==> src/sv/wei_pkg.sv <==
// Shared types and constants for the sliding-window extremum detector.
// No dependencies; imported by every module of the block.
package wei_pkg;

    // Default sizing, handed to the top level as parameter defaults
    localparam int MAX_HALF_DEF   = 8;
    localparam int VALUE_BITS_DEF = 16;

    // Fixed field widths
    localparam int IDX_BITS    = 32;
    localparam int CNT_BITS    = 32;
    localparam int HW_CFG_BITS = 4;

    localparam logic [HW_CFG_BITS-1:0] HW_RESET = HW_CFG_BITS'(1);

    // Extremum kind codes
    localparam logic KIND_MAX = 1'b0;
    localparam logic KIND_MIN = 1'b1;

    // Per-cell compare result against the window centre
    typedef struct packed {
        logic no_max;   // this entry is >= centre, so the centre is no maximum
        logic no_min;   // this entry is <= centre, so the centre is no minimum
    } cmp_t;

    // Per-kind tracker view of the next extremum of that kind
    typedef struct packed {
        logic                seen;
        logic [IDX_BITS-1:0] interval;
        logic [CNT_BITS-1:0] count;
    } trk_t;

endpackage

==> src/sv/wei_cell.sv <==
// One window entry: holds a sample, hands it to the next cell on a shift,
// and compares its value with the broadcast centre value. Uses wei_pkg.
module wei_cell #(
    parameter int VALUE_BITS = wei_pkg::VALUE_BITS_DEF
) (
    input  logic                          clk,
    input  logic                          shift,
    input  logic signed [VALUE_BITS-1:0]  value_in,
    input  logic [wei_pkg::IDX_BITS-1:0]  index_in,
    input  logic signed [VALUE_BITS-1:0]  centre_value,
    input  logic                          active,
    output logic signed [VALUE_BITS-1:0]  value_out,
    output logic [wei_pkg::IDX_BITS-1:0]  index_out,
    output wei_pkg::cmp_t                 cmp
);
    import wei_pkg::*;

    logic signed [VALUE_BITS-1:0] value_reg;
    logic [IDX_BITS-1:0]          index_reg;

    // Advance the sample one place down the chain
    always_ff @(posedge clk)
    begin
        if (shift)
        begin
            value_reg <= value_in;
            index_reg <= index_in;
        end
    end

    assign value_out = value_reg;
    assign index_out = index_reg;

    // Flag entries that spoil a strict maximum or minimum
    always_comb
    begin
        cmp.no_max = active && (value_reg >= centre_value);
        cmp.no_min = active && (value_reg <= centre_value);
    end

endmodule

==> src/sv/wei_tracker.sv <==
// Per-kind bookkeeping: last extremum index, seen flag and running count.
// Uses wei_pkg; instantiated once for maxima and once for minima.
module wei_tracker (
    input  logic                         clk,
    input  logic                         rst_n,
    input  logic                         hit,
    input  logic [wei_pkg::IDX_BITS-1:0] index,
    output wei_pkg::trk_t                info
);
    import wei_pkg::*;

    logic [IDX_BITS-1:0] last_reg;
    logic                seen_reg;
    logic [CNT_BITS-1:0] total_reg;

    // Record each extremum of this kind
    always_ff @(posedge clk or negedge rst_n)
    begin
        if (!rst_n)
        begin
            last_reg  <= '0;
            seen_reg  <= 1'b0;
            total_reg <= '0;
        end
        else if (hit)
        begin
            last_reg  <= index;
            seen_reg  <= 1'b1;
            total_reg <= total_reg + CNT_BITS'(1);
        end
    end

    // Distance to the previous one, zero when there is none
    always_comb
    begin
        info.seen     = seen_reg;
        info.interval = seen_reg ? (index - last_reg) : '0;
        info.count    = total_reg + CNT_BITS'(1);
    end

endmodule

==> src/sv/window_extremum_interval_top.sv <==
// Sliding-window local extremum detector, top level.
// Depends on wei_pkg, wei_cell (window chain) and wei_tracker (per-kind state).
//
//  port group        dir  payload
//  s_tvalid/tready   in   s_tdata: sample_index[31:0], sample_value[47:32]
//  m_tvalid/tready   out  m_tuser: extremum_kind; m_tdata: extremum_index,
//                         interval_valid, interval, kind_count
//  cfg_we/cfg_wdata  in   half_width
//
// Each sample is first shifted into the cell chain; then every cell is
// compared with the centre and the output register is loaded. The
// compare of one sample overlaps the shift of the next, so one sample per
// cycle is sustained while the output register drains. A full output
// register that is not taken holds the compare and thus the input side.
// Reset (rst_n, async) clears the fill count, the trackers and both valids.
module window_extremum_interval_top #(
    parameter int MAX_HALF   = wei_pkg::MAX_HALF_DEF,
    parameter int VALUE_BITS = wei_pkg::VALUE_BITS_DEF
) (
    input  logic clk,
    input  logic rst_n,
    // Input stream
    input  logic s_tvalid,
    output logic s_tready,
    // [31:0] sample_index, [31+VALUE_BITS:32] sample_value, rest zero
    input  logic [((wei_pkg::IDX_BITS + VALUE_BITS + 7) / 8) * 8 - 1:0] s_tdata,
    // Result stream
    output logic m_tvalid,
    input  logic m_tready,
    // [31:0] extremum_index, [32] interval_valid, [64:33] interval,
    // [96:65] kind_count, [103:97] zero
    output logic [103:0] m_tdata,
    // [0] extremum_kind
    output logic m_tuser,
    // Configuration
    input  logic cfg_we,
    input  logic [wei_pkg::HW_CFG_BITS-1:0] cfg_wdata
);
    import wei_pkg::*;

    localparam int DEPTH     = 2 * MAX_HALF + 1;
    localparam int FILL_BITS = $clog2(DEPTH + 1);
    localparam int HW_BITS   = $clog2(MAX_HALF + 1);
    localparam int SEL_BITS  = $clog2(DEPTH);

    logic [HW_CFG_BITS-1:0] half_width_reg;
    logic [FILL_BITS-1:0]   fill_reg;
    logic                   pending_reg;
    logic                   out_valid_reg;
    logic                   out_kind_reg;
    logic [IDX_BITS-1:0]    out_index_reg;
    logic                   out_ivalid_reg;
    logic [IDX_BITS-1:0]    out_interval_reg;
    logic [CNT_BITS-1:0]    out_count_reg;

    logic                   in_xfer;
    logic                   eval_fire;
    logic [HW_BITS-1:0]     hw;
    logic [FILL_BITS-1:0]   win_len;
    logic                   win_full;

    logic signed [VALUE_BITS-1:0] cell_value [DEPTH];
    logic [IDX_BITS-1:0]          cell_index [DEPTH];
    cmp_t                         cell_cmp   [DEPTH];
    logic [DEPTH-1:0]             no_max_vec;
    logic [DEPTH-1:0]             no_min_vec;
    logic signed [VALUE_BITS-1:0] centre_value;
    logic [IDX_BITS-1:0]          centre_index;
    logic                         is_max;
    logic                         is_min;
    trk_t                         max_info;
    trk_t                         min_info;

    // Handshake: compare runs once a shift has left a sample pending, overlapping the next
    assign eval_fire = pending_reg && (!out_valid_reg || m_tready);
    assign s_tready  = !pending_reg || eval_fire;
    assign in_xfer   = s_tvalid && s_tready;

    // Clamp the configured half width into 1..MAX_HALF
    always_comb
    begin
        if (half_width_reg == '0)
            hw = HW_BITS'(1);
        else if (32'(half_width_reg) > MAX_HALF)
            hw = HW_BITS'(MAX_HALF);
        else
            hw = HW_BITS'(half_width_reg);
        win_len  = FILL_BITS'({hw, 1'b1});
        win_full = (fill_reg >= win_len);
    end

    // Pick the centre entry
    assign centre_value = cell_value[SEL_BITS'(hw)];
    assign centre_index = cell_index[SEL_BITS'(hw)];

    // Window chain, newest sample in cell zero
    for (genvar i = 0; i < DEPTH; i++)
    begin : g_cell
        logic signed [VALUE_BITS-1:0] value_in;
        logic [IDX_BITS-1:0]          index_in;
        logic                         active;

        if (i == 0)
        begin : g_head
            assign value_in = s_tdata[IDX_BITS +: VALUE_BITS];
            assign index_in = s_tdata[IDX_BITS-1:0];
        end
        else
        begin : g_link
            assign value_in = cell_value[i-1];
            assign index_in = cell_index[i-1];
        end

        assign active = (FILL_BITS'(i) < win_len) && (SEL_BITS'(i) != SEL_BITS'(hw));

        wei_cell #(
            .VALUE_BITS(VALUE_BITS)
        ) u_cell (
            .clk         (clk),
            .shift       (in_xfer),
            .value_in    (value_in),
            .index_in    (index_in),
            .centre_value(centre_value),
            .active      (active),
            .value_out   (cell_value[i]),
            .index_out   (cell_index[i]),
            .cmp         (cell_cmp[i])
        );

        assign no_max_vec[i] = cell_cmp[i].no_max;
        assign no_min_vec[i] = cell_cmp[i].no_min;
    end

    // Reduce the cell flags; a maximum takes precedence
    assign is_max = win_full && !(|no_max_vec);
    assign is_min = win_full && !(|no_min_vec) && !is_max;

    // Per-kind trackers
    wei_tracker u_max_trk (
        .clk  (clk),
        .rst_n(rst_n),
        .hit  (eval_fire && is_max),
        .index(centre_index),
        .info (max_info)
    );

    wei_tracker u_min_trk (
        .clk  (clk),
        .rst_n(rst_n),
        .hit  (eval_fire && is_min),
        .index(centre_index),
        .info (min_info)
    );

    // Control state: config, fill count, compare pending, output valid
    always_ff @(posedge clk or negedge rst_n)
    begin
        if (!rst_n)
        begin
            half_width_reg <= HW_RESET;
            fill_reg       <= '0;
            pending_reg    <= 1'b0;
            out_valid_reg  <= 1'b0;
        end
        else
        begin
            if (cfg_we)
                half_width_reg <= cfg_wdata;
            if (in_xfer && (fill_reg < FILL_BITS'(DEPTH)))
                fill_reg <= fill_reg + FILL_BITS'(1);
            pending_reg <= in_xfer || (pending_reg && !eval_fire);
            if (eval_fire)
                out_valid_reg <= is_max || is_min;
            else if (m_tready)
                out_valid_reg <= 1'b0;
        end
    end

    // Load the result register
    always_ff @(posedge clk)
    begin
        if (eval_fire)
        begin
            out_index_reg <= centre_index;
            if (is_max)
            begin
                out_kind_reg     <= KIND_MAX;
                out_ivalid_reg   <= max_info.seen;
                out_interval_reg <= max_info.interval;
                out_count_reg    <= max_info.count;
            end
            else
            begin
                out_kind_reg     <= KIND_MIN;
                out_ivalid_reg   <= min_info.seen;
                out_interval_reg <= min_info.interval;
                out_count_reg    <= min_info.count;
            end
        end
    end

    assign m_tvalid = out_valid_reg;
    assign m_tuser  = out_kind_reg;
    assign m_tdata  = {7'd0, out_count_reg, out_interval_reg, out_ivalid_reg, out_index_reg};

endmodule

==> config.mk <==
export PLATFORM = sky130hd
export DESIGN_NAME = window_extremum_interval_top
export DESIGN_NICKNAME = d
export VERILOG_FILES = /design/src/sv/wei_pkg.sv /design/src/sv/wei_cell.sv /design/src/sv/wei_tracker.sv /design/src/sv/window_extremum_interval_top.sv
export SDC_FILE = /design/constraint.sdc
export NUM_CORES = 2
export LEC_CHECK = 0
export BUFFER_PORTS_ARGS = -buffer_cell sky130_fd_sc_hd__buf_2
export CAP_MARGIN = 20
export CORE_ASPECT_RATIO = 1.5
export CORE_UTILIZATION = 43
export CTS_CLUSTER_SIZE = 24
export DETAILED_ROUTE_END_ITERATION = 10
export GPL_TIMING_DRIVEN = 0
export PLACE_DENSITY = 0.7
export SETUP_SLACK_MARGIN = 0.3
export SYNTH_ARGS = -nofsm -noshare
export SYNTH_HDL_FRONTEND = slang
export SYNTH_SLANG_ARGS = --single-unit
==> constraint.sdc <==
create_clock -name clk -period 18.6 [get_ports clk]
set_input_delay 2.79 -clock clk [delete_from_list [all_inputs] [get_ports clk]]
set_output_delay 2.79 -clock clk [all_outputs]
set_load 0.01 [all_outputs]
==> parameters.txt <==
Parameter                              Value

STA
  Tcrit/Tclk final    0.4735
  Hold violation count in the final report    0
  Worst slew margin    0.3540
  Fin crit period    8.807 ns
  Fmax achieved    0.1135 GHz
  Worst clock skew    0.02507 ns
  Max-slew violation count    0
  Transition time at the pin with the least slew margin    around 0.97 ns
  Setup repair after global routing missed its margin    false
  Worst slack on hold paths    between 0.4 and 0.5 ns
  Total Negative Setup Slacks    0 ns
  Setup violation total in the final timing report    0

Worst hold path
  Path type of the worst min-delay path    register to register
  Hold Crit Depth    0

Outcome
  Outcome    finished clean

Drt
  Post-detailed-route count of antenna-violating nets    0
  DRC viols    0
  Routed vias    25960
  Starting DRT DRC Count    1853
  Number of detailed-routing iterations run before antenna repair    6
  Final wirelength    94.53 mm
  Vias per Instance    between 5 and 6
  Average detailed-routed wire length per instance    between 20 and 25 µm

Floorplan
  Die outline width    ~250 µm
  Cell Rows    136
  Area of the core region    92060 µm²
  Full die area    94440 µm²
  Initial Util    0.4353
  Die outline height    375.9 µm
  Number of ports placed on the die boundary    164

Global routing
  Vias in the first global route    26450
  Residual overflow from global routing    0
  Antenna violations before repair    3
  Global-route wire length before repair    between 100 and 150 mm
  Total global routing track utilization    0.2002
  Largest net degree at the start of global routing    78

Final layout
  Signed area change from the synthesized netlist to the final layout    13.87%
  Antenna fix cells    0
  Share of final-layout standard cells stronger than drive strength 1    0.1470
  Fin nets    3698
  Utilization after layout    0.4956
  Sequential cell area    between 20000 and 25000 µm²
  Area occupied by multi-input gates    15880 µm²
  Max reg flops    288
  Count of fill cells added during filler insertion    ~8000

Pwr
  Static leakage    between 15 and 20 nW
  Worst-case vdd ir drop    0.00007338 V
  Power per Cell Area    ~110 nW/µm²

Synth
  Proportion of synthesized chip area in sequential cells    0.5812
  Count of state elements after synthesis    799
  Yosys synthesis warning count    0
  Most used flip-flop cell after synthesis    edfxtp_1
  Count of flip-flops with a built-in enable after synthesis    658
  Summed instance area of the synthesized netlist    40070 µm²
  Cell count after synthesis    around 3000
  Proportion of register bits with asynchronous set or reset after synthesis    0.1765
  Post-synth cell types    just under 90
  Average cell area after synthesis    about 13 µm²

Placed design
  Count of input and output buffers    156
  GPL Wtd Cong    between 0.9 and 1
  Post-DP HPWL    70.19 mm

Clocking
  Number of buffers added by the clock tree synthesis step    approximately 80
  Max Root-Sink Buffers    3
  CTS hold repair buffers    0
  Clock tree from TritonCTS    yes
  # Post-CTS Setup Buffers    0
  Clock tree sinks    799
  Worst-Skew Late Latency    0.67 ns
  Root Driver    clkbuf_16
  Number of H-tree branching levels    3
  Clock input transition at the sequential cells of the worst setup and hold paths    roughly 0.060 ns
  Number of instances resized during post-cts repair    0

Worst setup path
  Worst setup path class    register to register
  Kind of cell with the highest combined delay on the critical path    buffers and inverters
  Cell with the largest stage delay on the worst path    clkbuf_1
  Required time worst endpoint    19.05 ns
  Data arrival time at the worst-slack endpoint    9.26 ns
  Type of element launching the critical path    register
  Crit path buffers/inverters    7
  Maximum fanout along the worst path    10
  R2R cell count    23
  Most numerous cell on the critical path    clkbuf_1
  Critical Path, Cell by Cell    clkbuf_1, clkbuf_1, clkbuf_1, clkbuf_1, mux2i_1, a21oi_1, o211ai_1, o21ai_0, mux2i_2, buf_6, ha_1, nand4_1, nor4_1, a211oi_2, o31ai_1, nor4b_2, a21oi_1, or4b_1, nor4_2, and2_1, buf_2, buf_4, mux2i_1
  Total stage count of the critical path    23
  Crit path capture type    register
  Biggest cell delay along the critical path    0.70 ns

Job
  Number of violations of the max-capacitance limit    0
## synthesized netlist by cell type (32+ instances only)
| cell | count | area share |
|---|---|---|
| ha_1 | 341 | 0.11 |
| edfxtp_1 | 658 | 0.49 |
| xnor2_1 | 131 | 0.029 |
| nand3_1 | 96 | 0.012 |
| a21o_1 | 89 | 0.017 |
| xor2_1 | 46 | 0.010 |
| a221oi_1 | 38 | 0.0083 |
| dfrtp_1 | 140 | 0.087 |
| a21oi_1 | 184 | 0.023 |
| a211oi_1 | 53 | 0.0099 |
| clkbuf_1 | 78 | 0.0073 |
| inv_1 | 120 | 0.011 |
| a222oi_1 | 32 | 0.0080 |
| mux2i_1 | 49 | 0.012 |
| o21ai_0 | 113 | 0.014 |
| nand2_1 | 126 | 0.012 |
| mux2_2 | 95 | 0.027 |
| nor2_1 | 118 | 0.011 |
| nand4_1 | 75 | 0.012 |
## cell families after synthesis
| kind of cell | after synthesis | share of synthesized area |
|---|---|---|
| XOR/XNOR | 177 | 0.03869 |
| adder cells (fa/ha/maj) | 343 | 0.1075 |
| multiplexers | 199 | 0.05683 |
| other | 1 | 0.00009358 |
| flip-flops | 799 | 0.5812 |
| AO/OA/AOI/OAI | 681 | 0.1153 |
| buffers and inverters | 241 | 0.02464 |
| AND/OR/NAND/NOR | 587 | 0.07581 |
## power breakdown
| part | internal (mW) | switching, mW |
|---|---|---|
| registers | 2.10 | 0.0777 |
| clock network | 0.952 | 0.719 |
| logic | 0.488 | 0.749 |
| total | 3.54 | 1.55 |
## per-stage QoR
step,cells,cell area [µm²],total power [mW],setup WS (ns)
after floorplan,3034,40090,3.070,1.535
after global routing,4602,45630,5.331,9.493
after global placement,4432,42430,3.431,-3.881
after detailed placement,4459,42980,3.445,9.915
after CTS,4602,45630,5.129,9.905
final,4602,45630,5.088,9.793
## path summary, 6_finish.rpt
kind	from	endpoint	slack (ns)
worst min-delay path	g_cell[0].u_cell.index_out[26]$_DFFE_PP_	g_cell[1].u_cell.index_out[26]$_DFFE_PP_	0.41
max in group asynchronous	rst_n	u_max_trk.total_reg[17]$_DFFE_PN0P_	15.58
worst max register to register	half_width_reg[0]$_DFFE_PN1P_	out_interval_reg[21]$_DFFE_PP_	9.79
worst min register to register	g_cell[0].u_cell.index_out[26]$_DFFE_PP_	g_cell[1].u_cell.index_out[26]$_DFFE_PP_	0.41
min in group asynchronous	rst_n	u_min_trk.last_reg[1]$_DFFE_PN0P_	2.15
worst max-delay path	half_width_reg[0]$_DFFE_PN1P_	out_interval_reg[21]$_DFFE_PP_	9.79
## metal layers
metal	global-route usage	vias to the layer above	routed length, µm
met4	0.09894	2	4222
met2	0.3584	697	48340
met1	0.2356	12740	38000
met3	0.02514	248	3952
met5	0	-	13
li1	-	12270	-
## layout make-up
class | count | area share
repair buffers | 183 | 0.02783
plain buffers | 118 | 0.01160
inverters | 123 | 0.01012
well taps | 1242 | 0.03406
clock buffers | 97 | 0.04527
multi-input cells | 1994 | 0.3480
flip-flops and latches | 799 | 0.5104
clock inverters | 46 | 0.01267
## placed cells by master (no fill, tap or decap), types with 94 or more instances in the layout
master    netlist  routed
nand2_1       126     126
xnor2_1       131     131
nor2_1        118     118
inv_1         120     120
a21oi_1       184     183
buf_2          18     173
edfxtp_1      658     658
ha_1          341     341
nand3_1        96      96
mux2_2         95      95
clkbuf_1       78      94
o21ai_0       113     113
dfrtp_1       140     140
No activity file was read; power rests on OpenSTA's default activity.
